===== src/hdl/lxd_pkg.sv =====
// Shared types, constants and command/status bundles of the LZSS XOR decompressor.
package lxd_pkg;

  localparam int WINDOW_DEPTH_DEF = 4096;

  localparam int BYTE_W     = 8;
  localparam int WSTART_W   = 12;
  localparam int CFG_DATA_W = 12;
  localparam int CFG_IDX_W  = 1;
  localparam int SIZE_W     = 32;
  localparam int HCNT_W     = 4;
  localparam int FLAG_W     = 9;
  localparam int LEN_W      = 5;

  localparam logic [CFG_IDX_W-1:0] REG_XOR_KEY   = 1'b0;
  localparam logic [CFG_IDX_W-1:0] REG_WIN_START = 1'b1;

  localparam logic [BYTE_W-1:0]   XOR_KEY_RST   = 8'h72;
  localparam logic [WSTART_W-1:0] WIN_START_RST = 12'hfee;

  localparam logic [BYTE_W-1:0] CH_THREE = 8'h33;
  localparam logic [BYTE_W-1:0] CH_SEMI  = 8'h3b;
  localparam logic [BYTE_W-1:0] CH_ONE   = 8'h31;
  localparam logic [BYTE_W-1:0] CH_ZERO  = 8'h30;

  localparam logic [LEN_W-1:0] MATCH_MIN = 5'd3;

  typedef enum logic [1:0] {
    MODE_PEND,
    MODE_COMP,
    MODE_STORED,
    MODE_BAD
  } mode_t;

  typedef enum logic [1:0] {
    ACT_NONE,
    ACT_BYTE,
    ACT_COPY
  } act_t;

  typedef struct packed {
    logic [BYTE_W-1:0] data_byte;
    logic              first_byte;
    logic              last_byte;
  } in_t;

  typedef struct packed {
    logic [BYTE_W-1:0] out_byte;
    logic              byte_valid;
    logic              run_last;
    logic              end_of_entry;
    logic              status;
  } out_t;

  // Commands from the controller to the datapath.
  typedef struct packed {
    logic load_item;
    logic decode;
    logic rd;
    logic emit_lit;
    logic emit_copy;
    logic mark;
    logic end_item;
  } cmd_t;

  // Status from the datapath to the controller.
  typedef struct packed {
    logic ignore;
    act_t act;
    logic last;
    logic at_limit;
    logic copy_done;
    logic out_free;
    logic item_out;
  } sts_t;

endpackage


===== src/hdl/lxd_ctrl.sv =====
// Controller state machine that sequences header, literal, match and marker work.
module lxd_ctrl
  import lxd_pkg::*;
(
  input  logic clk,
  input  logic rst_n,
  input  logic in_valid,
  output logic in_ready,
  input  sts_t sts,
  output cmd_t cmd
);

  typedef enum logic [2:0] {
    S_IDLE,
    S_DECODE,
    S_LIT,
    S_COPY_RD,
    S_COPY_WR,
    S_MARK
  } state_t;

  state_t state_r, state_nxt;

  always_comb begin
    state_nxt = state_r;
    cmd       = '0;
    in_ready  = 1'b0;
    case (state_r)
      S_IDLE: begin
        in_ready = 1'b1;
        if (in_valid) begin
          cmd.load_item = 1'b1;
          state_nxt     = S_DECODE;
        end
      end
      S_DECODE: begin
        if (sts.ignore) begin
          state_nxt = S_IDLE;
        end else begin
          cmd.decode = 1'b1;
          case (sts.act)
            ACT_BYTE: state_nxt = S_LIT;
            ACT_COPY: state_nxt = S_COPY_RD;
            default: begin
              if (sts.last) begin
                state_nxt = S_MARK;
              end else begin
                cmd.end_item = 1'b1;
                state_nxt    = S_IDLE;
              end
            end
          endcase
        end
      end
      S_LIT: begin
        if (sts.at_limit) begin
          if (sts.last) begin
            state_nxt = S_MARK;
          end else begin
            cmd.end_item = 1'b1;
            state_nxt    = S_IDLE;
          end
        end else if (sts.out_free) begin
          cmd.emit_lit = 1'b1;
          cmd.end_item = 1'b1;
          state_nxt    = S_IDLE;
        end
      end
      S_COPY_RD: begin
        if (sts.copy_done || sts.at_limit) begin
          if (sts.last && !sts.item_out) begin
            state_nxt = S_MARK;
          end else begin
            cmd.end_item = 1'b1;
            state_nxt    = S_IDLE;
          end
        end else begin
          cmd.rd    = 1'b1;
          state_nxt = S_COPY_WR;
        end
      end
      S_COPY_WR: begin
        if (sts.out_free) begin
          cmd.emit_copy = 1'b1;
          state_nxt     = S_COPY_RD;
        end
      end
      S_MARK: begin
        if (sts.out_free) begin
          cmd.mark     = 1'b1;
          cmd.end_item = 1'b1;
          state_nxt    = S_IDLE;
        end
      end
      default: state_nxt = S_IDLE;
    endcase
  end

  always_ff @(posedge clk) begin
    if (!rst_n) begin
      state_r <= S_IDLE;
    end else begin
      state_r <= state_nxt;
    end
  end

endmodule


===== config.mk =====
export PLATFORM = sky130hd
export DESIGN_NAME = lxd_ctrl
export DESIGN_NICKNAME = d
export VERILOG_FILES = /design/src/hdl/lxd_pkg.sv /design/src/hdl/lxd_ctrl.sv
export SDC_FILE = /design/constraint.sdc
export NUM_CORES = 1
export LEC_CHECK = 0
export BUFFER_PORTS_ARGS = -buffer_cell sky130_fd_sc_hd__buf_2
export CAP_MARGIN = 20
export CORE_AREA = 5 5 42 44
export CTS_CLUSTER_SIZE = 24
export DETAILED_ROUTE_END_ITERATION = 16
export DIE_AREA = 0 0 47 49
export GPL_TIMING_DRIVEN = 1
export MAX_ROUTING_LAYER = met4
export SETUP_SLACK_MARGIN = 0.4
export SYNTH_ARGS = -nofsm -noshare
export SYNTH_HDL_FRONTEND = slang
export SYNTH_SLANG_ARGS = --single-unit

===== constraint.sdc =====
create_clock -name clk -period 3.11 [get_ports clk]
set_input_delay 0.7775 -clock clk [delete_from_list [all_inputs] [get_ports clk]]
set_output_delay 0.7775 -clock clk [all_outputs]
set_load 0.05 [all_outputs]

# Word-level counts from Yosys, hierarchy flattened
# Cells that the tools add are included.
# word_totals
ff_bits	3
input_bits	11
elab_cells	46
# classes
n_eq_ne	9
n_mux	30
reduce_logical	6
# ops
operator	n
two-way mux 3 bit	8
two-way mux 1 bit	18
one-hot mux 3 bit (6 select lines)	1
equality test 3 x 2 -> 1 bit (second input constant)	2
equality test 3 bit (second input constant)	2
one-hot mux 3 bit (2 select lines)	1
inequality test 2 bit (second input constant)	2
one-hot mux 1 bit (4 select lines)	1
equality test 3 x 1 -> 1 bit (second input constant)	1
zero test 3 bit	1
equality test 2 x 1 -> 1 bit (second input constant)	1
equality test 2 bit (second input constant)	1
two-way mux 2 bit	1
AND reduction 2 bit	1
OR reduction 2 bit	1
logical AND 1 bit	1
zero test 1 bit	1
logical OR 1 bit	1

# Longest topological paths before layout
# Gate-level depths: netlist of run 1.
# depth
word_depth	5
mapped_depth	6
ltp_nobuf	6

# Worst setup path before layout of run 1
# Ideal clock, no wire load.
# synth_path
path_kind	input to output
start	input sts[3] (netlist bit)
end	output cmd[4] (netlist bit)
arrival_time_ps	2331
t_required_ps	2332
path_slack_ps	2
stages	1
path_buffers	0
cell_sequence	nor4_1
# synth_between
elab_chain_len	3
# synth_rtl
item	line	rtl
start: declaration	lxd_ctrl.sv:9	input sts_t sts,
logical OR 1 bit	lxd_ctrl.sv:70	if (sts.copy_done || sts.at_limit) begin
two-way mux 1 bit	lxd_ctrl.sv:70	
two-way mux 1 bit	lxd_ctrl.sv:28	case (state_r)
end: declaration	lxd_ctrl.sv:10	output cmd_t cmd
# Every way passes these cells.

==> results of run 1 <==
final cells by class:
class,count,share of cell area (%)
Inverter,4,2.771
Sequential cell,3,11.09
Tap cell,16,3.695
Timing Repair Buffer,19,19.17
Clock buffer,4,4.850
Multi-Input combinational cell,42,58.43
kinds of logic (layout without fill, tap and decap cells):
| logic type | count (synthesis) | after routing |
|---|---|---|
| flops | 3 | 3 |
| compound gates | 17 | 17 |
| fa+ha+maj | 1 | 1 |
| buf+inv | 7 | 27 |
| simple gates | 23 | 23 |
| mux | 1 | 1 |
metal layers:
| layer | vias to the layer above | part of all wire, % |
|---|---|---|
| li1 | 232 | - |
| met1 | 188 | 55 |
| met2 | 12 | 41 |
| met3 | 0 | 3.9 |
| met4 | 0 | 0 |
| met5 | - | 0 |
worst max path at each step:
| stage | start | end | slack (ns) | depth (start not counted) |
|---|---|---|---|---|
| finish | sts[5] | cmd[0] | 0.51 | 6 |
| global route | sts[3] | cmd[0] | 0.41 | 6 |
| CTS | sts[5] | cmd[0] | 0.42 | 6 |
| detailed placement | sts[5] | cmd[0] | 0.42 | 6 |
| global placement | sts[5] | cmd[0] | 0.43 | 6 |
| floorplan | sts[1] | cmd[1] | 0.45 | 2 |
through the flow:
step | cells | instance area [um2] | utilization (%) | setup slack (ns)
6_report | 88 | 541.8 | 38.66 | 0.5089
5_1_grt | 88 | 541.8 | 38.66 | 0.4143
4_1_cts | 88 | 535.5 | 38.21 | 0.4197
3_5_place_dp | 84 | 509.2 | 36.34 | 0.4198
3_3_place_gp | 84 | 509.2 | 36.34 | 0.4254
2_1_floorplan | 52 | 421.7 | - | 0.4454
critical path: cells and delay by family:
kind / cells / cell delay (ns)
compound gates: 2 / 0.40
fa+ha+maj: 1 / 0.35
buf+inv: 3 / 0.30
power by group through the flow:
stage	Sequential (mW)	Combinational (mW)	Clock [mW]
3_3_place_gp	0.0495	0.0776	0
4_1_cts	0.0487	0.0779	0.0683
2_1_floorplan	0.0434	0.0649	0
6_report	0.0488	0.0783	0.0648
3_5_place_dp	0.0492	0.0777	0
5_1_grt	0.0496	0.0856	0.0727
cells in the final DEF (no fill, tap or decap), types with 2 or more instances in the layout:
cell	count
dfxtp_1	3
inv_1	3
nor2_1	5
o21ai_2	2
buf_2	17
a21oi_1	6
clkbuf_4	3
nor3_1	4
nand2b_1	3
nand2_1	2
==> key figures, run 1 <==
Clocking
  • CTS Root Cell: clkbuf_4
  • Worst-path clk slew: 0.03 ns
  • CTS tree: built
  • PostCTS Resize Cnt: 0
  • CTS H-tree depth: 1
  • Post-CTS Setup Inserts: 0
  • Post-CTS Hold Buffers: 0
  • Clk sink count: 3
  • Cts bufs inserted: 3
  • Worst-Skew Late Latency: around 0.22 ns
  • Worst-case clock buffer depth: 2

Floorplanning
  • Io pins: 19
  • Core area: roughly 1400 um2
  • Total die area: between 2000 and 2500 um2
  • Site Rows: 14
  • Die width: between 40 and 50 um
  • Die Y: around 50 um
  • Initial Utilization: 28.48%

Global routing
  • First-pass GRT wire length: ~1900 um
  • Total grt overflow: 0
  • Initial antenna violation count: 0
  • Total track usage: 10.88%
  • Met2 GRT Util: between 10 and 15%
  • Largest net degree at the start of global routing: 13
  • Grt met1 use: ~16%
  • Vias in the first global route: ~440
  • Most Used Layer, Global Route: met1
  • Met3 Usage GRT: approximately 3.7%

Critical path
  • Reg2Reg Capture Point: state_r[2]$_SDFFE_PN0P_
  • Worst Path Max Fanout: 4
  • Critical Path RT: about 2.3 ns
  • R2R Setup Slk: around 1.8 ns
  • Worst Reg2Reg Path Length in Cells: 4
  • Crit end category: output pin
  • WS Path Type: in2out
  • Element type at the critical path start: input pin
  • Worst-path cell chain: buf_2 -> inv_1 -> ha_1 -> a31oi_1 -> o41ai_4 -> buf_6
  • Slowest stage cell, crit path: ha_1
  • R2R Path Start: state_r[0]$_SDFFE_PN0P_
  • CP arrival: around 1.8 ns
  • Worst stage delay on the critical path: ~0.35 ns

Job
  • Max Cap Viol: 0

Power and ir drop
  • Power density cells: roughly 350 nW/um2
  • Clk pwr share: between 30 and 40%
  • Max VDD drop: between 150 and 200 uV
  • Leakage power: ~0.23 nW
  • Pwr Total: 192.0 uW
  • Switching part of the total: 38.33%
  • Sw Pwr: 73.58 uW
  • Comb power frac: about two fifths
  • Reg power frac: approximately a quarter
  • Int Pwr: around 120 uW

STA
  • Fin. Hold Viols: 0
  • Fin crit share: a little over four fifths
  • Unrepaired setup endpoints after global routing: no
  • Final setup violation count: 0
  • Final hold slack: around 0.74 ns
  • Relative max-transition margin: a little over two thirds
  • Min Tclk post-route: 2.601 ns
  • Least-Margin Pin Slew: 0.4440 ns
  • Final Skew: just over 0.0007 ns
  • Post-route setup TNS: 0 ns
  • FMAX: just under 400 MHz
  • Slew Limit Fails: 0

Logic synthesis
  • Synth area leaders: dfxtp_1, a21oi_1, nor3_1, nor4b_4, buf_6
  • Synth Area in Compound Gates: a little under a third
  • Synthesized area per cell: between 7 and 8 um2
  • Multiplexer share of the synthesized area: between 2 and 3%
  • Xor/xnor share of the synthesized area: 0%
  • Post-Synthesis Cells: 52
  • YS warnings: 0
  • Post-synthesis sequential area ratio: 15.05%
  • Post-synth top cells: a21oi_1, nor2_1, nor3_1
  • Post-Synthesis Cell Area: 399.1 um2
  • Post-synth EDFFs: 0
  • Leading cell type by number of instances after synthesis: a21oi_1
  • Most used DFF post-synth: dfxtp_1
  • Asr flop ratio synth: 0%
  • Netlist cell types: 30
  • Simple-gate share of the synthesized area: between 30% and 40%
  • Synth Register Bits: 3
  • Synth area leader: dfxtp_1
  • Synth top area share: 15.05%
  • Largest family of logic cells by synthesized area: simple AND/OR/NAND/NOR gates
  • Post-Synth Adder-Cell Area: 3.135%
  • Syn nets: 64

Final layout
  • Multi-input logic area: between 300 and 400 um2
  • P&R area growth vs syn: 35.74%
  • Largest register FFs: 3
  • Fillers: 162
  • Largest regs: state_r: 3 flops
  • Final Net Count: 85
  • Layout cells sized above 1: 45.83%
  • Largest reg by FF count: state_r
  • Antenna diodes: 0
  • Reg area: between 60 and 70 um2

Worst hold path
  • Hold WC Path Type: reg2reg
  • Hold EP: state_r[1]$_SDFFE_PN0P_
  • WHS Path Cells: 2
  • Hold Startpoint: state_r[1]$_SDFFE_PN0P_

Place
  • GPL Wtd Cong: 0.7551
  • Post-DP HPWL: around 850 um
  • Port Buffer Count: 18

Route
  • DR iter-0 viols: 3
  • DRC: 0
  • Via count: 432
  • DR vias/cell: approximately 4.9
  • Drt first pass iters: 3
  • Antenna viol nets, final: 0
  • WL final: around 1000 um
  • Avg WL per Cell: ~11 um

Outcome
  • Status: completed
Power figures use the tool's default switching activity.
==> run 2: changes to the inputs <==
==> constraint.sdc (replaced) <==
create_clock -name clk -period 2.3 [get_ports clk]
set_input_delay 0.575 -clock clk [delete_from_list [all_inputs] [get_ports clk]]
set_output_delay 0.575 -clock clk [all_outputs]
set_load 0.05 [all_outputs]
==> key figures, run 2 (synthesized netlist as in run 1, its figures left out) <==
Outcome
  • Status: completed

Place
  • Dpl cells: 88
  • Post-DP HPWL: a little under 900 um
  • Port Buffer Count: 18
  • GPL Wtd Cong: around 0.79

Route
  • Drt first pass iters: 4
  • Via count: a little under 500
  • WL final: 1286 um
  • DR vias/cell: 5.138
  • DR iter-0 viols: 21
  • DRC: 0
  • Avg WL per Cell: approximately 14 um
  • Antenna viol nets, final: 0

Critical path
  • CP most frequent cell: buf_6
  • Worst path buffer plus inverter count: 2
  • Crit path from: sts[6]
  • R2R Setup Slk: approximately 1 ns
  • Crit end category: output pin
  • Worst-path cell chain: buf_6 -> ha_4 -> a31oi_4 -> o41ai_4 -> buf_6
  • Worst Path Max Fanout: 2
  • Top delay family on crit path: compound AO/OA/AOI/OAI gates
  • Slowest stage cell, crit path: o41ai_4
  • Worst stage delay on the critical path: around 0.35 ns
  • Element type at the critical path start: input pin
  • WS Path Type: in2out
  • Levels on crit path: 5
  • R2R Path Start: state_r[2]$_SDFFE_PN0P_
  • End of the critical path: cmd[0]
  • Reg2Reg Capture Point: state_r[2]$_SDFFE_PN0P_
  • Worst Reg2Reg Path Length in Cells: 6
  • CP arrival: 1.59 ns
  • Critical Path RT: about 1.7 ns

STA
  • Relative max-transition margin: a little over 80%
  • Final setup violation count: 0
  • Final hold slack: 0.5738 ns
  • Fin. Hold Viols: 0
  • Final Skew: 0.0002401 ns
  • Least-Margin Pin Slew: between 0.2 and 0.3 ns
  • Unrepaired setup endpoints after global routing: yes
  • Fin crit share: 94.25%
  • Min Tclk post-route: between 2 and 2.5 ns
  • FMAX: 461.3 MHz
  • Slew Limit Fails: 0
  • Post-route setup TNS: 0 ns

Final layout
  • Largest regs: state_r: 3 flops
  • Largest reg by FF count: state_r
  • Finished Core Util: about half
  • Layout Cells excl Fill: 94
  • Commonest non-fill, non-tap cell in the layout: buf_2
  • Final Net Count: 91
  • P&R area growth vs syn: 74.29%
  • Antenna diodes: 0
  • Layout cells sized above 1: 60.26%
  • Largest register FFs: 3
  • Commonest non-fill, non-tap cells in the layout: buf_2, buf_6, buf_4

Power and ir drop
  • Leakage power: approximately 0.28 nW
  • Max VDD drop: approximately 290 uV
  • Pwr Total: approximately 310 uW
  • Power density cells: 440.2 nW/um2

Clocking
  • Worst-case clock buffer depth: 2
  • CTS Root Cell: clkbuf_4
  • CTS tree: built
  • Cts bufs inserted: 3
  • CTS H-tree depth: 1
  • Worst-path clk slew: about 0.040 ns
  • Post-CTS Hold Buffers: 0
  • Worst-Skew Late Latency: roughly 0.23 ns
  • Clk sink count: 3

Floorplanning
  • Total die area: approximately 2300 um2
  • Die width: about 47 um
  • Core area: between 1000 and 1500 um2
  • Site Rows: 14
  • Io pins: 19
  • Die Y: approximately 50 um
  • Initial Utilization: 28.48%

Global routing
  • Initial antenna violation count: 0
  • Total grt overflow: 0
  • Total track usage: approximately an eighth
  • Largest net degree at the start of global routing: 11
  • First-pass GRT wire length: between 1500 and 2000 um
  • Vias in the first global route: ~480

Job
  • Max Cap Viol: 0

Worst hold path
  • Hold WC Path Type: in2reg
==> run 2: changes by cell type in the layout (fill, tap and decap cells not counted), moves of 2 or more <==
cell	before	now
buf_4	1	7
buf_6	1	7
buf_2	17	9
dfxtp_1	3	1
nor3_1	4	2
==> run 2: worst min-delay path by stage <==
stage / start / end / slack, ns / depth (start not counted)
after global routing: rst_n / state_r[2]$_SDFFE_PN0P_ / 0.57 / 2
after CTS: rst_n / state_r[2]$_SDFFE_PN0P_ / 0.56 / 2
after global placement: state_r[1]$_SDFFE_PN0P_ / state_r[2]$_SDFFE_PN0P_ / 0.74 / 3
after detailed placement: state_r[1]$_SDFFE_PN0P_ / state_r[2]$_SDFFE_PN0P_ / 0.74 / 3
after floorplan: state_r[0]$_SDFFE_PN0P_ / state_r[0]$_SDFFE_PN0P_ / 0.64 / 4
final: rst_n / state_r[2]$_SDFFE_PN0P_ / 0.57 / 2
==> run 2: cell type report <==
class | count | area (um2)
Clock buffer | 4 | 26.28
Timing Repair Buffer | 25 | 198.9
Sequential cell | 3 | 65.06
Inverter | 4 | 17.52
Tap cell | 16 | 20.02
Multi-Input combinational cell | 42 | 367.9
Fill cell | 145 | 705.7
==> run 2: per-stage QoR <==
stage          worst slack (ns)  cell area (um2)
3_5_place_dp            0.05286            549.3
4_1_cts                  0.1420            619.3
5_1_grt                 0.09606            695.7
2_1_floorplan           0.04106            431.7
6_report                 0.1323            695.7
3_3_place_gp            0.08271            549.3
==> run 2: routing by layer <==
| layer | up-vias | track usage (%) | routed length (um) |
|---|---|---|---|
| met2 | 17 | 15.16 | 614 |
| met3 | 0 | 4.428 | 83 |
| met4 | 0 | 2.765 | 0 |
| met1 | 220 | 17.07 | 589 |
| li1 | 246 | - | - |
| met5 | - | - | 0 |
==> run 2: repair_timing <==
item,CTS,global route
resized for setup,13,15
cloned,0,0
buffers inserted,1,1
pin swaps,1,3
endpoints found under the setup margin,6,6
==> run 2: where the power goes <==
group | internal (mW) | total, mW | leakage (nW) | switching, mW
sequential | 0.0566 | 0.0660 | 0.0256 | 0.00939
clock | 0.0651 | 0.0930 | 0.0150 | 0.0280
combinational | 0.0658 | 0.147 | 0.237 | 0.0814
total | 0.187 | 0.306 | 0.278 | 0.119
==> run 2: worst register-to-register path: stages (launching register included) <==
cell and delay (ns):
dfxtp_2 0.34, buf_6 0.15, nor4b_4 0.30, buf_4 0.17, nand3_2 0.08, o21ai_2 0.06
o21a_1 0.13
==> run 3: changes to the inputs <==
--- a/config.mk
+++ b/config.mk
@@ -13,6 +13,7 @@
 export DIE_AREA = 0 0 47 49
 export GPL_TIMING_DRIVEN = 1
 export MAX_ROUTING_LAYER = met4
+export PLACE_DENSITY = 0.63
 export SETUP_SLACK_MARGIN = 0.4
 export SYNTH_ARGS = -nofsm -noshare
 export SYNTH_HDL_FRONTEND = slang
==> key figures, run 3 (synthesized netlist as in run 1, its figures left out) <==
Floorplanning
  • Core area: roughly 1400 um2
  • Site Rows: 14
  • Initial Utilization: ~28%
  • Total die area: ~2300 um2
  • Die Y: slightly below 50 um
  • Die width: between 40 and 50 um
  • Io pins: 19

Power and ir drop
  • Max VDD drop: around 280 uV
  • Leakage power: between 0.2 and 0.3 nW
  • Clk pwr share: 32.2%
  • Switching part of the total: 38.94%
  • Int Pwr: about 180 uW
  • Reg power frac: 21.5%
  • Sw Pwr: ~110 uW
  • Power density cells: 457.4 nW/um2
  • Pwr Total: approximately 290 uW
  • Comb power frac: 46.3%

Place
  • GPL Wtd Cong: about 0.85
  • Port Buffer Count: 18
  • Post-DP HPWL: 926.5 um

Clocking
  • Post-CTS Hold Buffers: 0
  • Worst-case clock buffer depth: 2
  • Clk sink count: 3
  • CTS H-tree depth: 1
  • Worst-path clk slew: approximately 0.040 ns
  • Cts bufs inserted: 3
  • CTS Root Cell: clkbuf_4
  • Worst-Skew Late Latency: between 0.2 and 0.25 ns
  • CTS tree: built

Global routing
  • Vias in the first global route: 461
  • Initial antenna violation count: 0
  • Largest net degree at the start of global routing: 11
  • Total track usage: a little under an eighth
  • First-pass GRT wire length: about 1900 um
  • Total grt overflow: 0

Critical path
  • Element type at the critical path start: input pin
  • Worst stage delay on the critical path: about 0.35 ns
  • Critical Path RT: between 1.5 and 2 ns
  • Worst path buffer plus inverter count: 2
  • CP arrival: approximately 1.6 ns
  • Crit end category: output pin
  • Slowest stage cell, crit path: o41ai_4
  • WS Path Type: in2out
  • Worst-path cell chain: buf_4 -> o21ai_2 -> nor2_2 -> a21boi_1 -> o41ai_4 -> buf_6
  • Worst Path Max Fanout: 5
  • Top delay family on crit path: compound AO/OA/AOI/OAI gates

Final layout
  • P&R area growth vs syn: 57.37%
  • Finished Core Util: 44.82%
  • Largest regs: state_r: 3 flops
  • Final Net Count: 90
  • Largest register FFs: 3
  • Fillers: ~140
  • Commonest non-fill, non-tap cell in the layout: buf_2
  • Largest reg by FF count: state_r
  • Commonest non-fill, non-tap cells in the layout: buf_2, buf_4, a21oi_1
  • Layout cells sized above 1: a little under three fifths
  • Antenna diodes: 0

STA
  • Final setup violation count: 0
  • Fin. Hold Viols: 0
  • Least-Margin Pin Slew: 0.2700 ns
  • Slew Limit Fails: 0
  • Relative max-transition margin: between 80% and 90%
  • FMAX: 471.5 MHz
  • Unrepaired setup endpoints after global routing: yes
  • Post-route setup TNS: 0 ns
  • Final Skew: 0.002257 ns
  • Fin crit share: between 90% and 100%
  • Min Tclk post-route: 2.121 ns

Route
  • DR iter-0 viols: 19
  • Drt first pass iters: 4
  • DRC: 0
  • DR vias/cell: roughly 5.3
  • Via count: 489
  • Antenna viol nets, final: 0
  • Avg WL per Cell: ~13 um
  • WL final: between 1000 and 1500 um

Job
  • Max Cap Viol: 0

Worst hold path
  • Hold WC Path Type: in2reg

Outcome
  • Status: completed
run 3: final timing paths:
kind | end | depth (start not counted) | slack [ns] | start
worst max-delay path | cmd[0] | 6 | 0.18 | sts[3]
worst min-delay path | state_r[2]$_SDFFE_PN0P_ | 2 | 0.56 | rst_n
worst max register to register | state_r[2]$_SDFFE_PN0P_ | 6 | 0.99 | state_r[1]$_SDFFE_PN0P_
worst min register to register | state_r[1]$_SDFFE_PN0P_ | 3 | 0.67 | state_r[1]$_SDFFE_PN0P_
run 3: area by class of cell:
cell class / instances / area (um2) / area share, %
well taps: 16 / 20.02 / 3.187
clock buffers: 4 / 26.28 / 4.183
inverters: 4 / 15.01 / 2.390
multi-input cells: 42 / 340.3 / 54.18
flip-flops and latches: 3 / 62.56 / 9.960
repair buffers: 24 / 163.9 / 26.10
run 3: repair_timing:
item | 4_1_cts | 5_1_grt
gates resized for setup | 11 | 6
setup endpoints to repair | 5 | 6
pin swaps | 0 | 0
setup buffers | 1 | 0
run 3: power groups by stage:
stage               logic [mW]  registers, mW  clock network [mW]
floorplan               0.0889         0.0587                   0
global placement         0.120         0.0619                   0
detailed placement       0.120         0.0617                   0
CTS                      0.130         0.0610              0.0960
global route             0.142         0.0629               0.100
finish                   0.133         0.0617              0.0926
run 3: per-stage QoR:
step	hold slack (ns)	std cells	setup WS, ns	instance area, um2
after floorplan	0.6366	52	0.04106	431.7
after global placement	0.6898	88	0.09149	549.3
after detailed placement	0.6910	88	0.08504	549.3
after CTS	0.5601	93	0.1908	613.1
after global routing	0.5848	93	0.1273	628.1
final	0.5633	93	0.1793	628.1
run 3: metal layers:
metal,GRT usage [%],wire length [um],up-vias
met5,-,0,-
met2,17.87,632,20
li1,-,-,240
met1,12.20,468,229
met4,5.530,0,0
met3,3.690,72,0
